## config.mk

```make
export PLATFORM = sky130hd
export DESIGN_NAME = mwa_ram
export DESIGN_NICKNAME = d
export VERILOG_FILES = /design/src/rtl/core/mwa_ram.sv
export SDC_FILE = /design/constraint.sdc
export NUM_CORES = 2
export LEC_CHECK = 0
export BUFFER_PORTS_ARGS = -buffer_cell sky130_fd_sc_hd__clkbuf_2
export CAP_MARGIN = 20
export CORE_MARGIN = 4
export CORE_UTILIZATION = 35
export CTS_CLUSTER_SIZE = 10
export DETAILED_ROUTE_END_ITERATION = 8
export GPL_ROUTABILITY_DRIVEN = 0
export GPL_TIMING_DRIVEN = 0
export PLACE_DENSITY = 0.48
export RECOVER_POWER = 50
export SYNTH_ARGS = -nofsm -noshare
export SYNTH_HDL_FRONTEND = slang
export SYNTH_SLANG_ARGS = --single-unit
export TNS_END_PERCENT = 30
```

## constraint.sdc

```tcl
create_clock -name clk_i -period 2.55 [get_ports clk_i]
set_input_delay 0.255 -clock clk_i [delete_from_list [all_inputs] [get_ports clk_i]]
set_output_delay 0.255 -clock clk_i [all_outputs]
set_load 0.02 [all_outputs]
```

## src/rtl/core/mwa_ram.sv

```systemverilog
// ----------------------------------------------------------------------------
// mwa_ram
// Generic single-write, single-read RAM with registered read data.
// ----------------------------------------------------------------------------
module mwa_ram #(
  parameter int WIDTH = 16,
  parameter int DEPTH = 256
) (
  input  logic                     clk_i,
  input  logic                     we_i,
  input  logic [$clog2(DEPTH)-1:0] waddr_i,
  input  logic [WIDTH-1:0]         wdata_i,
  input  logic [$clog2(DEPTH)-1:0] raddr_i,
  output logic [WIDTH-1:0]         rdata_o
);

  logic [WIDTH-1:0] mem_q [DEPTH];
  logic [WIDTH-1:0] rdata_q;

  always_ff @(posedge clk_i) begin
    if (we_i) begin
      mem_q[waddr_i] <= wdata_i;
    end
    rdata_q <= mem_q[raddr_i];
  end

  assign rdata_o = rdata_q;

endmodule

```

==> out/results.txt <==
The run finished, with violations left. The checks that failed: capacitance limit, slew limit, setup timing. Power spread over the standard cell area amounts to 755 nW/um^2. The clock net in this run drives a total of 4112 sinks.

Setup repair after global routing could not meet its margin everywhere. Area added between synthesis and finish: 18.9%. Summing over every cut layer, the via total after detailed routing is 83.5k. Of the cells placed in the final design, the portion with a size suffix greater than 1 is 31.0%.

Synthesis produced a netlist with a net count of 7394. The tools report the number of buffers created by CTS as 460. Measured along the y axis, the die boundary spans 681 um. For the finished layout, the period the worst path requires is 2.87 ns.

The die covers 464000 um^2. The logs give 3.41 ns for the data required time of the critical path and 82.7k for the via count of the first global-routing pass. Cells fill 41.7% of the core in the end. The total number of yosys warnings is 0, and the combined global-route utilization of all metal layers is 23.1%. The library cell occupying the most area in the post-synthesis netlist was edfxtp_1. The final number of setup-violating endpoints was 298; the switching part of the total power was 22.6%. The worst register-to-register path begins at mem_q[23][11]. Counting buffers and inverters, the worst setup path is 10 cells deep.

Of the available clock period, the critical path in the final layout requires 113%. The path class of the tightest hold or removal check is input port to flip-flop. After the first detailed-routing iteration, the DRC count stood at 11.5k. The standard cell area after detailed placement was 174000 um^2; the top fanout value on the critical path was 10.

The deepest clock path buffer count was 4; the mean cell area of the mapped netlist was 21.6 um^2. For this run, asynchronously set or reset flops after synthesis account for 0%. In this run the tightest slew margin relative to its limit is -45.7%.

Internal cell power: 110 mW. The logs give 159000 um^2 for the cell area after synthesis and 729 mm for the first-pass GRT wire length. On the final layout, the worst clock skew is 0.0521 ns. Summed over all nets, the switching power comes to 32.2 mW. Slowest cell on the critical path: nor4_4. Across the run, the number of max-cap violations was 11. The clock-pin slew on the worst setup and hold paths was 0.05 ns; the fraction of the yosys area taken by sequential cells was 77.7%.

Counting stages on the worst path, the most repeated cell is clkbuf_2. The number of H-tree levels was 5; the portion of total power attributed to sequential cells was 52.4%. Yosys instantiated no cell more often than edfxtp_1. Number of synthesized register bits: 4112. The cell family contributing the most delay on the critical path is simple AND/OR/NAND/NOR gates. The tools report the worst setup path endpoint as rdata_o[3].

The final layout contains 8292 nets. The clock reaches the later pin of the worst-skew pair after 1.00 ns. The proportion of netlist area held by the largest area contributor works out to 77.5%.

Leakage power total: 59.2 nW. TritonCTS built the clock tree. The number of buffers and inverters on the critical path is 4. Counting cells, the worst reg-to-reg path comes to 5.

By count the netlist is led by 4096 x edfxtp_1, 797 x mux4_2, 565 x mux2i_1, 304 x nor2_1, 252 x o221ai_1. The signal on the critical path passes through buf_6 > nand2b_1 > buf_2 > clkbuf_2 > clkbuf_2 > o221ai_1 > o32ai_1 > a21oi_2 > nand4_1 > nor4_4. For this run, the detailed router's first-pass iteration total came to 7. The post-placement worst setup slack was -3.39 ns. The top achievable clock speed is 348 MHz. The total length of routed wires is 545 mm, and the wire length per cell is 37.9 um. In the synthesized netlist, the number of instances is 7360. Data on the critical path arrives at its endpoint at 3.73 ns. Sorting the synthesized cells by area gives the leading types as edfxtp_1 77%, mux4_2 11%, mux2i_1 3.6%, o221ai_1 1.4%, nor2_1 0.72%. The number of antenna violations at the first check in global routing is 38, and the number of primary I/O pins is 50.

The logs give 0.713 mV for the worst supply voltage drop on vdd and -0.320 ns for the worst path setup slack after routing. On the final layout, the worst hold slack is 0.0916 ns. For the max-slew violation count, the log shows 847. The tools report the maximum number of pins on one net before global-route repair as 127. Tracing the worst setup path back leads to its startpoint at raddr_i[2].

The worst setup path is launched from an input port. The row count is 247, and the overall die width is 681 um. Across all register-to-register paths, the minimum setup slack is -0.16 ns.

Once the floorplan was initialized, standard cells occupied 35.1% of the core. The HPWL after detailed placement is 381 mm. The core region is 452000 um^2.

In this run, the combinational gates consume 6.6% of the power. After routing the design area is 189000 um^2. In the routed design, unresolved DRC markers number 0. Delay of the slowest cell on the worst path: 0.56 ns. The pin slew with the least headroom to its limit is 2.19 ns. Count of final hold-check violations: 0. In the synthesized netlist the dominant register cell turns out to be edfxtp_1. After the flow finishes, the layout carries non-filler instances totaling 14.4k. After global routing the overflow that remains totals 0.

The number of enable-type register cells in the synthesized netlist is 4096. The count of port buffers added during placement works out to 39. Of the total power, the clock network draws 41.0%. The reg-to-reg critical path endpoint was rdata_o[11]. Start-to-end type of the worst setup path: input port to flip-flop.

The run gives 52 as the number of library cell types mapped by synthesis. STA classifies the critical path endpoint as a flip-flop. Library cell used as clock root buffer: clkbuf_16. The number of nets with antenna violations after detailed routing was 0; the per-cell via count in the routed design was 5.81. The number of placed instances, taps included, is 13.7k.
-- kinds of logic after synthesis --
| logic type | share of synthesized area, % |
|---|---|
| flops | 77.7 |
| mux | 15.5 |
| compound gates | 3.54 |
| simple gates | 1.57 |
| buf+inv | 1.69 |
-- worst min-delay path by stage --
stage                 from        endpoint  slack (ns)  depth (start not counted)
5_1_grt         waddr_i[6]   mem_q[192][2]         0.1                          3
3_3_place_gp   rdata_o[13]     rdata_o[13]        0.68                          1
2_1_floorplan   wdata_i[0]     mem_q[0][0]        0.35                          0
3_5_place_dp    rdata_o[2]      rdata_o[2]        0.68                          1
6_report        waddr_i[6]   mem_q[194][8]        0.09                          3
4_1_cts         waddr_i[2]  mem_q[173][15]        0.01                          3
-- power by group through the flow --
| stage | registers (mW) | clock network, mW | logic (mW) |
|---|---|---|---|
| 3_3_place_gp | 76.5 | 0 | 8.19 |
| 2_1_floorplan | 76.1 | 0 | 3.68 |
| 6_report | 74.6 | 58.4 | 9.36 |
| 3_5_place_dp | 76.0 | 0 | 8.78 |
| 5_1_grt | 74.6 | 62.2 | 9.58 |
| 4_1_cts | 74.6 | 59.5 | 9.34 |
-- worst register-to-register path, stage by stage, from the launching register on --
cell and delay, ns:
edfxtp_1 0.35, mux4_2 0.51, mux4_2 0.58, a22o_4 0.29, o32ai_4 0.65, nor4_4 0.17
-- sequential cells by signal, indices dropped and copies added (netlist names) --
signal / count
mem_q: 4096
rdata_o: 16
-- routing by layer --
metal / GRT usage [%] / routed length (um) / vias to the layer above
li1: - / - / 33000
met1: 31.9 / 221000 / 45500
met3: 5.19 / 50600 / 904
met5: 0 / 26 / -
met4: 9.34 / 26400 / 4
met2: 35.4 / 247000 / 4080
-- area by class of cell --
class | count | area [um^2]
fillers | 39000 | 263000
diodes | 19 | 47.5
repair buffers | 437 | 6290
clock inverters | 46 | 623
multi-input cells | 2792 | 35400
plain buffers | 451 | 3580
well taps | 5976 | 7480
clock buffers | 543 | 12000
flip-flops and latches | 4112 | 123000
inverters | 4 | 21.3
-- metrics by stage --
| step | total power, mW | TNS [ns] |
|---|---|---|
| 2_1_floorplan | 79.7 | 0 |
| 6_report | 142 | -17.21 |
| 3_3_place_gp | 84.7 | - |
| 5_1_grt | 146 | -48.36 |
| 3_5_place_dp | 84.8 | -2087.18 |
| 4_1_cts | 143 | -1.87 |
-- layout by cell type (no fill, tap or decap), types with 67 or more instances in the layout --
master,Yosys,routed
edfxtp_1,4096,4096
mux4_2,797,797
mux2i_1,565,565
clkbuf_16,0,466
buf_8,11,248
clkbuf_1,230,194
nor2_2,0,190
o221ai_1,252,189
a21oi_1,175,159
o22ai_1,148,134
clkbuf_2,0,121
nor2_1,304,90
mux2_2,88,88
buf_6,77,83
buf_4,26,76
buf_16,0,67
-- what timing repair did --
action	in CTS	in global routing
pin swaps	60	37
hold buffers	16	0
gates resized for setup	587	109
hold endpoints to repair	825	0
buffers inserted	20	2
endpoints found under the setup margin	334	243
(Power assumes the default switching activity.)
