===== config.mk =====
export PLATFORM = sky130hd
export DESIGN_NAME = mwa_slack
export DESIGN_NICKNAME = d
export VERILOG_FILES = /design/src/rtl/core/mwa_pkg.sv /design/src/rtl/core/mwa_slack.sv
export SDC_FILE = /design/constraint.sdc
export NUM_CORES = 1
export LEC_CHECK = 0
export BUFFER_PORTS_ARGS = -buffer_cell sky130_fd_sc_hd__buf_2
export CELL_PAD_IN_SITES_DETAIL_PLACEMENT = 1
export CELL_PAD_IN_SITES_GLOBAL_PLACEMENT = 1
export CORE_MARGIN = 2
export CORE_UTILIZATION = 30
export DETAILED_ROUTE_END_ITERATION = 10
export PLACE_DENSITY = 0.74
export SYNTH_ARGS = -nofsm -noshare
export SYNTH_HDL_FRONTEND = slang
export SYNTH_SLANG_ARGS = --single-unit

===== constraint.sdc =====
create_clock -name clk_i -period 6.7 [get_ports clk_i]
set_input_delay 1.005 -clock clk_i [delete_from_list [all_inputs] [get_ports clk_i]]
set_output_delay 1.005 -clock clk_i [all_outputs]
set_load 0.02 [all_outputs]

===== src/rtl/core/mwa_pkg.sv =====
// ----------------------------------------------------------------------------
// mwa_pkg
// Shared types and constants of the max-weight assignment solver.
// ----------------------------------------------------------------------------
package mwa_pkg;

  localparam int OUT_COL_W  = 4;
  localparam int OUT_ROW_W  = 4;
  localparam int PAIR_W     = 16;
  localparam int TOTAL_W    = 20;
  localparam int CFG_SIZE_W = 5;
  localparam int APB_DATA_W = 32;
  localparam int APB_ADDR_W = 3;

  // register indexes
  localparam logic REG_SIZE_IN_USE = 1'b0;

  typedef enum logic [13:0] {
    ST_LOAD      = 14'b00000000000001,
    ST_MAX_A     = 14'b00000000000010,
    ST_MAX_B     = 14'b00000000000100,
    ST_ROOT      = 14'b00000000001000,
    ST_TOP       = 14'b00000000010000,
    ST_SCAN      = 14'b00000000100000,
    ST_TEST      = 14'b00000001000000,
    ST_AUG       = 14'b00000010000000,
    ST_REL_A     = 14'b00000100000000,
    ST_REL_B     = 14'b00001000000000,
    ST_REL_APPLY = 14'b00010000000000,
    ST_OUT_A     = 14'b00100000000000,
    ST_OUT_B     = 14'b01000000000000,
    ST_OUT_C     = 14'b10000000000000
  } mwa_state_e;

  // status of the shared slack unit
  typedef struct packed {
    logic tight;    // current slack is zero
    logic better;   // current slack beats the running minimum
    logic positive; // a minimum was found and it is above zero
  } slack_flags_t;

endpackage


===== src/rtl/core/mwa_slack.sv =====
// ----------------------------------------------------------------------------
// mwa_slack
// Shared slack unit: row label plus column label minus weight, with the
// running minimum used by the label update.
// ----------------------------------------------------------------------------
module mwa_slack import mwa_pkg::*; #(
  parameter int WEIGHT_BITS = 16,
  parameter int LW          = 22
) (
  input  logic                   clk_i,
  input  logic                   rst_ni,
  input  logic signed [LW-1:0]   row_label_i,
  input  logic signed [LW-1:0]   col_label_i,
  input  logic [WEIGHT_BITS-1:0] weight_i,
  input  logic                   clear_i,
  input  logic                   take_i,
  output slack_flags_t           flags_o,
  output logic signed [LW-1:0]   min_o
);

  logic signed [LW:0] slack;
  logic signed [LW:0] min_q, min_d;
  logic               found_q, found_d;

  assign slack = $signed({row_label_i[LW-1], row_label_i})
               + $signed({col_label_i[LW-1], col_label_i})
               - $signed({{(LW + 1 - WEIGHT_BITS){1'b0}}, weight_i});

  assign flags_o.tight    = (slack == '0);
  assign flags_o.better   = !found_q || (slack < min_q);
  assign flags_o.positive = found_q && (min_q > 0);
  assign min_o            = min_q[LW-1:0];

  always_comb begin
    min_d   = min_q;
    found_d = found_q;
    if (clear_i) begin
      found_d = 1'b0;
    end else if (take_i && flags_o.better) begin
      min_d   = slack;
      found_d = 1'b1;
    end
  end

  always_ff @(posedge clk_i or negedge rst_ni) begin
    if (!rst_ni) begin
      found_q <= 1'b0;
    end else begin
      found_q <= found_d;
    end
  end

  always_ff @(posedge clk_i) begin
    min_q <= min_d;
  end

endmodule


==> summary.md <==
| Metric | Value |
|---|---|
| WP data required | `5.69 ns` |
| Cell count after synthesis | `roughly 420` |
| Vias | `roughly 3100` |
| Most used cell, CP | `a21o_1` |
| Clock root buffer | `clkbuf_16` |
| CP startpoint | `row_label_i[1]` |
| Final hold slack | `0.511 ns` |
| CTS Sinks | `24` |
| Share of layout cells above drive strength 1 | `between 20% and 30%` |
| Endpoints failing hold | `0` |
| Max incr delay on CP | `~0.55 ns` |
| Routed length per instance | `14.0 um` |
| Via count of the first global-routing pass | `about 3200` |
| Worst Setup Path Type | `primary input to primary output` |
| Clock skew | `~0.0016 ns` |
| Total gr overflow | `0` |
| Max Slew Vio Count | `0` |
| CP arrival | `5.37 ns` |
| Final nets | `613` |
| Final setup violation count | `0` |
| RSZ-0062 raised after global routing | `no` |
| CP Capture Type | `primary output` |
| Worst slew pin tran | `0.547 ns` |
| Post-DP HPWL | `7570 um` |
| Largest vdd supply drop | `between 0.1 and 0.15 mV` |
| Synth unique cells | `56` |
| Asr flop ratio synth | `under 10%` |
| CTS Buf Count | `3` |
| Setup_tns | `0 ns` |
| Clock latency on the worst-skew pair | `0.26 ns` |
| CTS tree | `yes` |
| Antenna cells | `0` |
| Initial core utilization | `a little under a third` |
| Site row count | `39` |
| Flip-flop and latch area | `between 700 and 800 um2` |
| Internal | `551 uW` |
| Sequential share of power | `22.7%` |
| Fill cells | `1401` |
| Seq/Total Area, Yosys | `20.2%` |
| FMAX | `157 MHz` |
| Most frequent cell after synthesis | `inv_1` |
| Horiz. Die Dim | `113 um` |
| Initial antenna violation count | `0` |
| Type of origin of the critical path | `primary input` |
| Post-Syn Nets | `549` |
| IO Port Bufs | `88` |
| LEAKAGE | `between 0.002 and 0.0025 uW` |
| H-tree depth | `1` |
| CP max FO | `5` |
| Status | `completed` |
| Top cells by area, synth | `edfxtp_1 19%, ha_1 18%, inv_1 12%` |
| Worst r2r src | `min_q[20]` |
| Antenna Nets Post-Route | `0` |
| Routed WL | `8750 um` |
| Max-cap check violation count | `0` |
| Post-CTS setup buffer count | `0` |
| P&R area growth vs syn | `15.1%` |
| Comb power frac | `64.4%` |
| Sw Ratio | `45.6%` |
| Post-synth EDFFs | `23` |
| Placer Congestion | `0.842` |
| Post-synthesis cell area | `3550 um2` |
| Final min period | `6.38 ns` |
| Number of DRC markers in iteration 0 | `129` |
| # DRC | `0` |
| Clock Power Share | `12.9%` |
| Top cell type by total area after synthesis | `edfxtp_1` |
| Ports | `89` |
| Slew margin rel. | `between 60% and 70%` |
| Die ar. | `12700 um2` |
| Synth Warn # | `0` |
| All-Layer GR Usage | `13.7%` |
| Core Util, Final | `35.6%` |
| Die Ht | `approximately 110 um` |
| Min-delay worst type | `primary input to async pin` |
| Crit-path slowest cell | `fa_1` |
| Largest net degree at the start of global routing | `24` |
| Area occupied by multi-input gates | `around 2200 um2` |
| Pwr Density | `approximately 250 nW/um2` |
| CTS Buffer Depth | `2` |
| TritonRoute pass-1 iters | `4` |
| Synth top area share | `slightly below 20%` |
| Commonest cells post-synth | `111 x inv_1, 51 x ha_1, 23 x edfxtp_1` |
| Final period utilization | `95.2%` |
| Worst-path cell chain | `buf_2, inv_1, fa_1, inv_1, fa_1, a211oi_2, o211ai_1, a31o_4, a31oi_1, xnor2_1, ha_1, a21o_1, a21o_1, a21oi_1, o21ai_0, a21o_1, a31oi_1, xor2_1, nand2_1, buf_2` |
| Post-synthesis register bit count | `24` |
| Core area | `11500 um2` |
| Vias/cell | `between 4 and 5` |
| Psw | `462 uW` |
| Global-route wire length before repair | `14600 um` |
| Prevailing post-synth register cell | `edfxtp_1` |
| Syn Area/Cell | `roughly 8.5 um2` |
| Clock transition at the registers of the reported paths | `0.06 ns` |
area by class of cell:
class	instances	area share, %
multi-input cells	253	55.0
flip-flops and latches	24	17.5
inverters	111	10.2
clock buffers	4	1.93
well taps	143	4.38
repair buffers	89	11.0
state kept, by name, summed over array words and instances, names as in the netlist:
signal / flops
found_q: 1
min_q: 23
power by group through the flow:
stage | clock network [uW] | registers (uW) | logic [uW]
floorplan | 0 | 226 | 491
global placement | 0 | 233 | 608
detailed placement | 0 | 234 | 639
CTS | 134 | 231 | 647
global route | 139 | 234 | 732
finish | 131 | 230 | 652
cell families (layout without fill, tap and decap cells):
group | count (synthesis) | count (layout) | share of synthesized area, %
AO/OA/AOI/OAI | 85 | 85 | 16.8
buffers and inverters | 141 | 204 | 17.5
multiplexers | 4 | 4 | 1.16
AND/OR/NAND/NOR | 79 | 79 | 12.9
XOR/XNOR | 18 | 18 | 4.44
adder cells (fa/ha/maj) | 67 | 67 | 27.0
flip-flops | 24 | 24 | 20.2
per-layer routing:
layer  routed length [um]  up-vias  track usage, %  part of all wire, %
li1                     -     1521               -                    -
met1                 4030     1467            17.5                   46
met2                 4350       63            25.3                   50
met3                  298        5           0.750                  3.4
met4                   70        0            3.17                 0.80
met5                    0        -               0                    0
final timing paths:
check,depth (start not counted),slack (ns),endpoint
hold reg to reg,2,0.59,found_q
hold / removal,1,0.51,found_q
min in group clk_i,2,0.59,found_q
setup reg to reg,11,3.91,min_q[7]
max in group asynchronous,1,6.11,found_q
setup / recovery,20,0.32,flags_o[1]
critical path, delay by kind of cell:
| family | cells | cell delay (ns) |
|---|---|---|
| buf+inv | 4 | 0.36 |
| xor+xnor | 2 | 0.57 |
| fa+ha+maj | 3 | 1.39 |
| simple gates | 1 | 0.08 |
| compound gates | 10 | 1.95 |
through the flow:
stage | setup slack, ns | total power (uW) | area, um2 | std cells
6_report | 0.323 | 1010 | 4090 | 624
5_1_grt | 0.0436 | 1100 | 4090 | 624
4_1_cts | 0.0441 | 1010 | 4060 | 624
3_5_place_dp | 0.0950 | 873 | 3980 | 620
3_3_place_gp | 0.389 | 841 | 3980 | 620
2_1_floorplan | 0.674 | 717 | 3550 | 418
layout by cell type, fill, tap and decap left out, types with 4 or more instances in the layout:
cell type / instances
inv_1: 111
buf_2: 88
ha_1: 51
edfxtp_1: 23
a21o_1: 19
a21oi_1: 19
fa_1: 16
nor2_1: 14
xnor2_1: 11
nand2_1: 10
nand4_1: 10
nor3_1: 9
o21ai_0: 9
and3_1: 8
xor2_1: 7
a31oi_1: 7
nor4_1: 5
nand2b_1: 4
repair_timing:
action	in CTS	in global routing
setup endpoints to repair	0	1
gates resized for setup	0	4
hold buffers	0	0
(Power assumes the default switching activity.)
